<file path="src/hdl/clint_pkg.sv">
// Shared types and constants for the core-local interruptor.
// Operation codes, field widths and stream payload widths.
// No dependencies.
`timescale 1ns / 1ps

package clint_pkg;

   localparam int ADDR_W      = 16;
   localparam int DATA_W      = 32;
   localparam int TIME_W      = 64;
   localparam int VEC_W       = 4;
   localparam int OP_W        = 2;
   localparam int REQ_TDATA_W = 48;   // address, write_data
   localparam int RSP_TDATA_W = 40;   // read_data, timer_pending, software_pending

   // Offsets are decoded one bit wider so that base + 4 never wraps into the map
   localparam int DEC_W = ADDR_W + 1;

   typedef enum logic [OP_W-1:0] {
      OP_TICK  = 2'd0,
      OP_READ  = 2'd1,
      OP_WRITE = 2'd2
   } op_type;

endpackage

</file>
<file path="src/hdl/core_local_interruptor_core.sv">
// Core-local interruptor: 64-bit time counter, per-hart compare registers
// and software interrupt bits behind a 32-bit register map.
// Depends on clint_pkg.
`timescale 1ns / 1ps

// A result passes through the input register, the state update stage and the
// result register.
// Throughput: one item per cycle; the pipeline stalls only when the result
// register is full and not taken, and each stage refills as it empties.
// Reset (synchronous, active high) clears time to zero, sets every compare
// register to all ones, clears the software bits and empties the pipeline.
module core_local_interruptor_core #(
   parameter int NUM_HARTS       = 4,
   parameter int MSIP_OFFSET     = 0,
   parameter int MTIMECMP_OFFSET = 16384,
   parameter int MTIME_OFFSET    = 49144
) (
   input  logic                              clock,
   input  logic                              reset,
   input  logic                              req_tvalid,
   output logic                              req_tready,
   // [15:0] address, [47:16] write_data
   input  logic [clint_pkg::REQ_TDATA_W-1:0] req_tdata,
   // [1:0] operation
   input  logic [clint_pkg::OP_W-1:0]        req_tuser,
   output logic                              rsp_tvalid,
   input  logic                              rsp_tready,
   // [31:0] read_data, [35:32] timer_pending, [39:36] software_pending
   output logic [clint_pkg::RSP_TDATA_W-1:0] rsp_tdata
);
   import clint_pkg::*;

   localparam int HART_W    = (NUM_HARTS > 1) ? $clog2(NUM_HARTS) : 1;
   localparam int VEC_HARTS = (NUM_HARTS < VEC_W) ? NUM_HARTS : VEC_W;
   localparam logic [DEC_W-1:0] MTIME_LO = DEC_W'(MTIME_OFFSET);
   localparam logic [DEC_W-1:0] MTIME_HI = DEC_W'(MTIME_OFFSET + 4);

   // Architectural state
   logic [TIME_W-1:0] time_ff, time_in;
   logic [TIME_W-1:0] cmp_ff [NUM_HARTS];
   logic [TIME_W-1:0] cmp_in [NUM_HARTS];
   logic [NUM_HARTS-1:0] soft_ff, soft_in;

   // Input register stage
   logic              s1_valid_ff, s1_valid_in;
   op_type            s1_op_ff;
   logic [ADDR_W-1:0] s1_addr_ff;
   logic [DATA_W-1:0] s1_wdata_ff;

   // State update stage: holds the read word of the item just applied
   logic              s2_valid_ff, s2_valid_in;
   logic [DATA_W-1:0] s2_rdata_ff, rdata_in;

   // Result register
   logic              rsp_valid_ff, rsp_valid_in;
   logic [DATA_W-1:0] rsp_rdata_ff;
   logic [VEC_W-1:0]  rsp_tp_ff, rsp_sp_ff, tp_in, sp_in;

   // Handshake
   logic rsp_free, s2_move, s2_free, s1_move, s1_free, req_accept;

   // Decode
   logic [DEC_W-1:0]  addr_dec;
   logic              time_lo_hit, time_hi_hit;
   logic              cmp_hit, cmp_high, soft_hit;
   logic [HART_W-1:0] cmp_sel, soft_sel;

   // ---------------------------------------------------------------
   // Flow control: each stage loads when empty or when it drains.
   // The state only changes when stage two is empty or moves on, so
   // the pending vectors sampled into the result register always see
   // the state as the item in stage two left it.
   // ---------------------------------------------------------------
   assign rsp_free   = !rsp_valid_ff || rsp_tready;
   assign s2_move    = s2_valid_ff && rsp_free;
   assign s2_free    = !s2_valid_ff || rsp_free;
   assign s1_move    = s1_valid_ff && s2_free;
   assign s1_free    = !s1_valid_ff || s2_free;
   assign req_tready = s1_free;
   assign req_accept = req_tvalid && s1_free;

   assign s1_valid_in  = req_accept || (s1_valid_ff && !s2_free);
   assign s2_valid_in  = s1_move || (s2_valid_ff && !rsp_free);
   assign rsp_valid_in = s2_move || (rsp_valid_ff && !rsp_tready);

   // ---------------------------------------------------------------
   // Address decode. Time wins over compare registers, which win over
   // software bits; among harts the lowest wins (loops run downwards
   // so the lowest match is written last).
   // ---------------------------------------------------------------
   always_comb begin
      addr_dec    = {1'b0, s1_addr_ff};
      time_lo_hit = (addr_dec == MTIME_LO);
      time_hi_hit = (addr_dec == MTIME_HI);
      cmp_hit     = 1'b0;
      cmp_high    = 1'b0;
      cmp_sel     = '0;
      soft_hit    = 1'b0;
      soft_sel    = '0;
      for (int h = NUM_HARTS - 1; h >= 0; h--) begin
         if (addr_dec == DEC_W'(MTIMECMP_OFFSET + 8 * h)) begin
            cmp_hit  = 1'b1;
            cmp_high = 1'b0;
            cmp_sel  = HART_W'(h);
         end else if (addr_dec == DEC_W'(MTIMECMP_OFFSET + 8 * h + 4)) begin
            cmp_hit  = 1'b1;
            cmp_high = 1'b1;
            cmp_sel  = HART_W'(h);
         end
         if (addr_dec == DEC_W'(MSIP_OFFSET + 4 * h)) begin
            soft_hit = 1'b1;
            soft_sel = HART_W'(h);
         end
      end
   end

   // ---------------------------------------------------------------
   // Apply the item in stage one to the state and pick the read word
   // ---------------------------------------------------------------
   always_comb begin
      time_in  = time_ff;
      cmp_in   = cmp_ff;
      soft_in  = soft_ff;
      rdata_in = '0;
      if (s1_move) begin
         case (s1_op_ff)
            OP_TICK: begin
               time_in = time_ff + TIME_W'(1);
            end
            OP_READ: begin
               if (time_lo_hit) begin
                  rdata_in = time_ff[DATA_W-1:0];
               end else if (time_hi_hit) begin
                  rdata_in = time_ff[TIME_W-1:DATA_W];
               end else if (cmp_hit) begin
                  rdata_in = cmp_high ? cmp_ff[cmp_sel][TIME_W-1:DATA_W]
                                      : cmp_ff[cmp_sel][DATA_W-1:0];
               end else if (soft_hit) begin
                  rdata_in = DATA_W'(soft_ff[soft_sel]);
               end
            end
            OP_WRITE: begin
               if (time_lo_hit) begin
                  time_in[DATA_W-1:0] = s1_wdata_ff;
               end else if (time_hi_hit) begin
                  time_in[TIME_W-1:DATA_W] = s1_wdata_ff;
               end else if (cmp_hit) begin
                  if (cmp_high) begin
                     cmp_in[cmp_sel][TIME_W-1:DATA_W] = s1_wdata_ff;
                  end else begin
                     cmp_in[cmp_sel][DATA_W-1:0] = s1_wdata_ff;
                  end
               end else if (soft_hit) begin
                  soft_in[soft_sel] = s1_wdata_ff[0];
               end
            end
            default: begin
               // unused operation code: idle, nothing changes
            end
         endcase
      end
   end

   // Pending vectors from the current state; only the first four harts show
   always_comb begin
      tp_in = '0;
      sp_in = '0;
      for (int h = 0; h < VEC_HARTS; h++) begin
         tp_in[h] = (time_ff >= cmp_ff[h]);
         sp_in[h] = soft_ff[h];
      end
   end

   // ---------------------------------------------------------------
   // Registers
   // ---------------------------------------------------------------
   always_ff @(posedge clock) begin
      if (reset) begin
         time_ff      <= '0;
         soft_ff      <= '0;
         s1_valid_ff  <= 1'b0;
         s2_valid_ff  <= 1'b0;
         rsp_valid_ff <= 1'b0;
         for (int h = 0; h < NUM_HARTS; h++) begin
            cmp_ff[h] <= '1;
         end
      end else begin
         time_ff      <= time_in;
         soft_ff      <= soft_in;
         cmp_ff       <= cmp_in;
         s1_valid_ff  <= s1_valid_in;
         s2_valid_ff  <= s2_valid_in;
         rsp_valid_ff <= rsp_valid_in;
      end
   end

   // Payload registers: load whenever the stage is free
   always_ff @(posedge clock) begin
      if (s1_free) begin
         s1_op_ff    <= op_type'(req_tuser);
         s1_addr_ff  <= req_tdata[ADDR_W-1:0];
         s1_wdata_ff <= req_tdata[ADDR_W+DATA_W-1:ADDR_W];
      end
      if (s2_free) begin
         s2_rdata_ff <= rdata_in;
      end
      if (rsp_free) begin
         rsp_rdata_ff <= s2_rdata_ff;
         rsp_tp_ff    <= tp_in;
         rsp_sp_ff    <= sp_in;
      end
   end

   assign rsp_tvalid = rsp_valid_ff;
   assign rsp_tdata  = {rsp_sp_ff, rsp_tp_ff, rsp_rdata_ff};

   // ---------------------------------------------------------------
   // Assertions
   // ---------------------------------------------------------------
   // State may only move while stage two is empty or draining
   a_state_order: assert property (@(posedge clock) disable iff (reset)
      (!s2_valid_ff || rsp_free) || !s1_move)
      else $error("state updated while stage two was stalled");

   // A tick applied advances time by exactly one
   a_tick: assert property (@(posedge clock) disable iff (reset)
      (s1_move && s1_op_ff == OP_TICK) |=> (time_ff == $past(time_ff) + TIME_W'(1)))
      else $error("tick did not advance time by one");

   // Time changes only through an applied item
   a_time_hold: assert property (@(posedge clock) disable iff (reset)
      !s1_move |=> $stable(time_ff))
      else $error("time changed with no item applied");

   // A full, stalled pipeline takes no new item
   a_full_stall: assert property (@(posedge clock) disable iff (reset)
      (s1_valid_ff && s2_valid_ff && rsp_valid_ff && !rsp_tready) |-> !req_tready)
      else $error("item accepted into a full pipeline");

endmodule

</file>
<file path="config.mk">
export PLATFORM = sky130hd
export DESIGN_NAME = core_local_interruptor_core
export DESIGN_NICKNAME = d
export VERILOG_FILES = /design/src/hdl/clint_pkg.sv /design/src/hdl/core_local_interruptor_core.sv
export SDC_FILE = /design/constraint.sdc
export NUM_CORES = 1
export LEC_CHECK = 0
export BUFFER_PORTS_ARGS = -buffer_cell sky130_fd_sc_hd__buf_2
export CAP_MARGIN = 5
export CORE_MARGIN = 2
export CORE_UTILIZATION = 35
export CTS_CLUSTER_DIAMETER = 100
export CTS_CLUSTER_SIZE = 30
export DETAILED_ROUTE_END_ITERATION = 10
export PLACE_DENSITY = 0.58
export SYNTH_ARGS = -nofsm -noshare
export SYNTH_HDL_FRONTEND = slang
export SYNTH_SLANG_ARGS = --single-unit
export TNS_END_PERCENT = 5
</file>
<file path="constraint.sdc">
create_clock -name clock -period 5.1 [get_ports clock]
set_clock_uncertainty 0.05 [all_clocks]
set_input_delay 1.02 -clock clock [delete_from_list [all_inputs] [get_ports clock]]
set_output_delay 1.02 -clock clock [all_outputs]
set_load 0.05 [all_outputs]
</file>
==> impl_metrics.json, run 1 <==
{
  "status": "finished, final reports clean",
  "p_comb_frac": 0.042,
  "setup_violations": 0,
  "drv_slew": 0,
  "cts_tree": "done",
  "synthesis.instances": 2835,
  "ant_nets": 0,
  "crit_start": "s1_addr_ff[3]",
  "pre_cts_ws_ns": 1.12,
  "track_usage": 0.224,
  "synth.top_cells.by_count": "nand2_1, dfxtp_1, inv_1",
  "grt-ovfl-total": 0,
  "critical_path_class": "flip-flop to flip-flop",
  "critPathCaptureType": "flip-flop",
  "clock_latency_ns": 0.62,
  "worstHoldPathType": "flip-flop to flip-flop",
  "post_cts_resized": 0,
  "rows": 98,
  "htree_levels": 1,
  "io_buffers": 95,
  "drive_gt1_frac": 0.0809,
  "antenna_found_initial": 1,
  "die_h_um": 272,
  "grt_pass1_wl_um": 129000,
  "yosysSeqAreaShare": 0.405,
  "period_needed_ns": 3.64,
  "core_um2": 71400,
  "place_inst": 3732,
  "maxSlewHeadroom": 0.168,
  "worst_slew_pin_slew_ns": 1.24,
  "syn_avg_cell_area_um2": 8.89,
  "crit_end": "time_ff[49]",
  "yosys-top-cells-area": "dfxtp_1, edfxtp_1, ha_1, o211ai_1, nand2_1",
  "grt_max_degree": 123,
  "num-fill-cells": 7289,
  "r2r-end": "time_ff[49]",
  "post-cts-setup-buffers": 0,
  "drt_iter0_drc": 1897,
  "power_frac_seq": 0.561,
  "antenna_cells": 0,
  "netlist_area_um2": 25200,
  "die_area_um2": 74200,
  "period_share": 0.714,
  "p_sw_mw": 1.86,
  "ctsLongestPathBuffers": 3,
  "yosys.area.top_type": "dfxtp_1",
  "nets": 3122,
  "ys_ff_latch": 449,
  "leakage_nw": 12.8,
  "ys.flop_type": "dfxtp_1",
  "dr.pass1.iters": 6,
  "vdd_ir_drop_max_mv": 0.223,
  "max_freq_mhz": 274,
  "cts-root-buf": "clkbuf_16",
  "worstPathArrival_ns": 4.13,
  "clkPwrFrac": 0.398,
  "hold_viol": 0,
  "rsz0062_at_grt": "false",
  "viasPerCell": 5.67,
  "die_x_um": 272,
  "power_density_nw_per_um2": 245,
  "wirelength_um": 84800,
  "reg2reg_slack_ns": 1.46,
  "synth_edf_count": 122,
  "finalSetupTns_ns": 0,
  "regArea_um2": 10200,
  "dp_hpwl_um": 59800,
  "initial_core_util": 0.353,
  "num_vias": 21400,
  "cts_hold_buf": 0,
  "cts.sinks": 449,
  "grt_pass1_vias": 20300,
  "path_clk_slew_ns": 0.12,
  "io_pins": 96,
  "yosys.area.top_type_share": 0.260,
  "crit_required_ns": 5.59,
  "wl_per_cell_um": 22.4,
  "syn_to_final_growth_pct": 9.11,
  "yosysWarnings": 0,
  "final_cell_count_no_fill": 3781,
  "cap_violations": 0,
  "holdWs_ns": 0.386,
  "drcViolationCount": 0,
  "synth_cell_types": 81,
  "place.gp.congestion": 0.895,
  "synthesis.nets": 3146,
  "synth_most_common_cell": "nand2_1",
  "async_flop_share": 0,
  "startpoint_type": "flip-flop",
  "cp_max_fo": 24,
  "netSwitchingFraction": 0.276,
  "setup_ws_ns": 1.46,
  "p_int_mw": 4.88,
  "reg2reg_from": "s1_addr_ff[3]",
  "numCtsBuffers": 27,
  "multi_input_area_um2": 13200,
  "r2r_cells": 6
}
## area by class of cell
class                   count  share of cell area
well taps                 950              0.0432
clock inverters            22              0.0121
flip-flops and latches    449               0.371
clock buffers              27              0.0246
multi-input cells        1915               0.480
inverters                 274              0.0377
repair buffers            144              0.0316
## critical path, stage by stage (launching register included)
cell	delay [ns]
edfxtp_1	0.61
or3b_1	0.44
nor4_2	0.38
a21boi_1	0.18
nor3_4	0.90
nand2_1	0.62
o221ai_1	0.35
## per-stage QoR
stage | utilization | power [mW] | instance area, um2
detailed placement | 0.371 | 4.13 | 26500
floorplan | - | 4.01 | 25200
CTS | 0.385 | 6.81 | 27500
global placement | 0.371 | 4.14 | 26500
finish | 0.385 | 6.74 | 27500
global route | 0.385 | 6.96 | 27500
## sequential cells by signal (all words and copies together), names as in the netlist
signal / count
s1_op_ff: 2
s2_valid_ff: 1
rsp_sp_ff: 4
s1_addr_ff: 16
rsp_tvalid: 1
s1_valid_ff: 1
cmp_ff: 256
rsp_tp_ff: 4
time_ff: 64
s2_rdata_ff: 32
rsp_rdata_ff: 32
soft_ff: 4
s1_wdata_ff: 32
## routing by layer
metal  part of all wire  routed length [um]  GRT usage  up-vias
li1                   -                   -          -    10400
met1               0.46               39300      0.316    10400
met2               0.46               39200      0.368      611
met3              0.054                4550     0.0214       89
met4              0.020                1680     0.0492        2
met5            0.00021                  18          0        -
## placed cells by master (no fill, tap or decap), types with 10 or more instances in the layout
cell	count
o32a_1	31
a211oi_1	36
a22oi_1	11
buf_4	47
nand2_1	366
and4_1	15
edfxtp_1	122
buf_2	95
ha_1	257
inv_1	272
nor4_1	13
and3_1	14
nor2_1	130
a21o_1	27
clkbuf_16	27
o211ai_1	271
o31ai_1	45
dfxtp_1	327
nand2b_1	12
o21ai_0	139
nor3_1	30
o31a_1	11
a21oi_1	114
nor2b_1	12
nand3_1	45
o22ai_1	106
nand4_1	51
nor3_4	10
mux2i_1	44
## cells by family after synthesis
family	count (synthesis)	synth area share
AO/OA/AOI/OAI	867	0.234
AND/OR/NAND/NOR	747	0.143
buffers and inverters	471	0.0729
flip-flops	449	0.405
adder cells (fa/ha/maj)	257	0.128
multiplexers	44	0.0175
## worst min path at each step
stage,slack (ns),startpoint,cells past startpoint,endpoint
2_1_floorplan,0.35,s2_rdata_ff[0],0,rsp_rdata_ff[0]
3_3_place_gp,0.37,s2_rdata_ff[15],0,rsp_rdata_ff[15]
3_5_place_dp,0.37,s2_rdata_ff[15],0,rsp_rdata_ff[15]
4_1_cts,0.39,s2_rdata_ff[15],0,rsp_rdata_ff[15]
5_1_grt,0.40,s2_rdata_ff[24],0,rsp_rdata_ff[24]
6_report,0.39,s2_rdata_ff[14],0,rsp_rdata_ff[14]
## power by group through the flow
stage          Clock [mW]  Sequential, mW  Combinational (mW)
2_1_floorplan           0            3.82               0.181
3_3_place_gp            0            3.86               0.280
3_5_place_dp            0            3.86               0.279
4_1_cts              2.75            3.77               0.280
5_1_grt              2.87            3.78               0.304
6_report             2.68            3.78               0.280
Note: power is estimated with default switching activity, not from simulation.
==> run 2: changes to the inputs <==
--- a/config.mk
+++ b/config.mk
@@ -12,7 +12,7 @@
 export CTS_CLUSTER_DIAMETER = 100
 export CTS_CLUSTER_SIZE = 30
 export DETAILED_ROUTE_END_ITERATION = 10
-export PLACE_DENSITY = 0.58
+export PLACE_DENSITY = 0.6
 export SYNTH_ARGS = -nofsm -noshare
 export SYNTH_HDL_FRONTEND = slang
 export SYNTH_SLANG_ARGS = --single-unit
==> constraint.sdc (replaced) <==
create_clock -name clock -period 3 [get_ports clock]
set_clock_uncertainty 0.05 [all_clocks]
set_input_delay 0.6 -clock clock [delete_from_list [all_inputs] [get_ports clock]]
set_output_delay 0.6 -clock clock [all_outputs]
set_load 0.05 [all_outputs]
==> run 2 against run 1 <==
Sequential share of layout area decreased by 1.3 points; sequential power rose by 70%; combinational power grew 85%; flip-flop and latch count is the same.
==> impl_metrics.json, run 2 (synthesized netlist as in run 1, its figures left out) <==
{
  "initial_core_util": 0.353,
  "setup_ws_ns": 0.0395,
  "multi_input_area_um2": 13200,
  "place_inst": 3829,
  "final_cell_area_um2": 28500,
  "largest_register": "cmp_ff",
  "regArea_um2": 10200,
  "final_core_util": 0.400,
  "period_share": 0.987,
  "p_int_mw": 8.20,
  "num_vias": 22100,
  "io_pins": 96,
  "max_freq_mhz": 338,
  "wirelength_um": 86600,
  "wl_per_cell_um": 22.4,
  "antenna_found_initial": 1,
  "worst_slew_pin_slew_ns": 0.798,
  "hold_viol": 0,
  "dp_hpwl_um": 62300,
  "rows": 98,
  "critPathSlowestCell": "dfxtp_1",
  "nets": 3216,
  "vdd_ir_drop_max_mv": 0.380,
  "numCtsBuffers": 24,
  "largestRegisters": "cmp_ff (256), time_ff (64)",
  "maxSlewHeadroom": 0.468,
  "core_um2": 71400,
  "power_frac_seq": 0.577,
  "post-cts-setup-buffers": 0,
  "grt-ovfl-total": 0,
  "layout_commonest_cell": "nand2_1",
  "drv_slew": 0,
  "p_total_mw": 11.1,
  "drive_gt1_frac": 0.113,
  "power_density_nw_per_um2": 390,
  "rsz0062_at_grt": "false",
  "critPathCaptureType": "flip-flop",
  "cp_max_fo": 8,
  "place_area_um2": 27600,
  "ant_nets": 0,
  "pre_cts_ws_ns": -0.00377,
  "path_clk_slew_ns": 0.12,
  "reg2reg_slack_ns": 0.04,
  "r2r_cells": 8,
  "grt_pass1_wl_um": 132000,
  "cts.sinks": 449,
  "clock_latency_ns": 0.61,
  "viasPerCell": 5.69,
  "grt_max_degree": 106,
  "cp_cell_sequence": "ha_1 > nand4_1 > or4_1 > nor3_1 > buf_4 > a311o_1 > o211ai_1 > o211ai_1",
  "worstPathArrival_ns": 3.33,
  "cap_violations": 0,
  "die_h_um": 272,
  "final_cell_mix": "nand2_1, dfxtp_1, inv_1, o211ai_1, ha_1",
  "crit_required_ns": 3.37,
  "syn_to_final_growth_pct": 13.1,
  "dr.pass1.iters": 5,
  "critPathBufInv": 1,
  "drt_iter0_drc": 2024,
  "critical_path_class": "flip-flop to flip-flop",
  "cts_hold_buf": 0,
  "final_cell_count_no_fill": 3874,
  "period_needed_ns": 2.96,
  "io_buffers": 95,
  "track_usage": 0.230,
  "largest_register_ff_count": 256,
  "grt_pass1_vias": 21100,
  "status": "finished, final reports clean",
  "drcViolationCount": 0,
  "clkPwrFrac": 0.377,
  "cpPeakStageDelay_ns": 0.65,
  "htree_levels": 1,
  "die_area_um2": 74200,
  "whs_path_depth": 1,
  "p_sw_mw": 2.92,
  "cts_tree": "done",
  "ctsLongestPathBuffers": 3,
  "cts-root-buf": "clkbuf_16",
  "num-fill-cells": 7222,
  "leakage_nw": 13.4,
  "netSwitchingFraction": 0.263,
  "setup_violations": 0,
  "place.gp.congestion": 0.931,
  "worstHoldPathType": "primary input to flip-flop",
  "p_comb_frac": 0.047,
  "startpoint_type": "flip-flop",
  "die_x_um": 272,
  "cp_common_cell": "o211ai_1",
  "cp_top_family": "simple AND/OR/NAND/NOR gates",
  "cp_num_cells": 8
}
run 2: cell count changes in the layout (fill, tap and decap cells not counted), moves of 3 or more:
cell     previous run  this run
buf_4              47       117
buf_12              2        29
inv_6               4         0
dfxtp_1           327       324
dfxtp_2             0         3
run 2: worst paths after layout:
kind / start / endpoint
setup / recovery: time_ff[30] / rsp_tp_ff[2]
hold / removal: req_tdata[24] / s1_wdata_ff[8]
setup reg to reg: time_ff[30] / rsp_tp_ff[2]
hold reg to reg: s2_rdata_ff[22] / rsp_rdata_ff[22]
run 2: cell type report:
class | instances | area share
Multi-Input combinational cell | 1915 | 0.465
Sequential cell | 449 | 0.358
Timing Repair Buffer | 241 | 0.0678
Tap cell | 950 | 0.0417
Inverter | 274 | 0.0368
Clock buffer | 27 | 0.0223
Clock inverter | 17 | 0.00838
Antenna cell | 1 | 0.0000878
run 2: power groups by stage:
stage	logic (mW)	registers (mW)	clock network [mW]
3_3_place_gp	0.511	6.55	0
3_5_place_dp	0.514	6.55	0
6_report	0.518	6.41	4.19
2_1_floorplan	0.310	6.50	0
5_1_grt	0.559	6.42	4.48
4_1_cts	0.516	6.41	4.29
run 2: timing repair:
item | CTS | global route
pin swaps | 0 | 1
resized for setup | 1 | 10
gates cloned | 0 | 0
setup endpoints to repair | 1 | 5
run 2: worst register-to-register path: cells and delay by family (launching register included):
family                     cells  cell delay [ns]
adders and majority gates      1             0.24
AOI/OAI and AO/OA              3             0.60
DFF                            1             0.65
and+or+nand+nor                3             1.04
buffers and inverters          1             0.18
run 2: stage by stage:
| step | setup TNS [ns] | hold WS [ns] |
|---|---|---|
| final | 0 | 0.104 |
| after CTS | 0 | 0.0696 |
| after global routing | 0 | 0.0735 |
| after floorplan | -7.21 | 0.350 |
| after detailed placement | -0.00377 | 0.357 |
| after global placement | -0.000912 | 0.352 |
run 2: per-layer routing:
metal	up-vias	share of wire	global-route usage
li1	10600	-	-
met2	728	0.47	0.384
met4	0	0.027	0.0612
met5	-	0	0
met1	10700	0.44	0.313
met3	121	0.064	0.0277
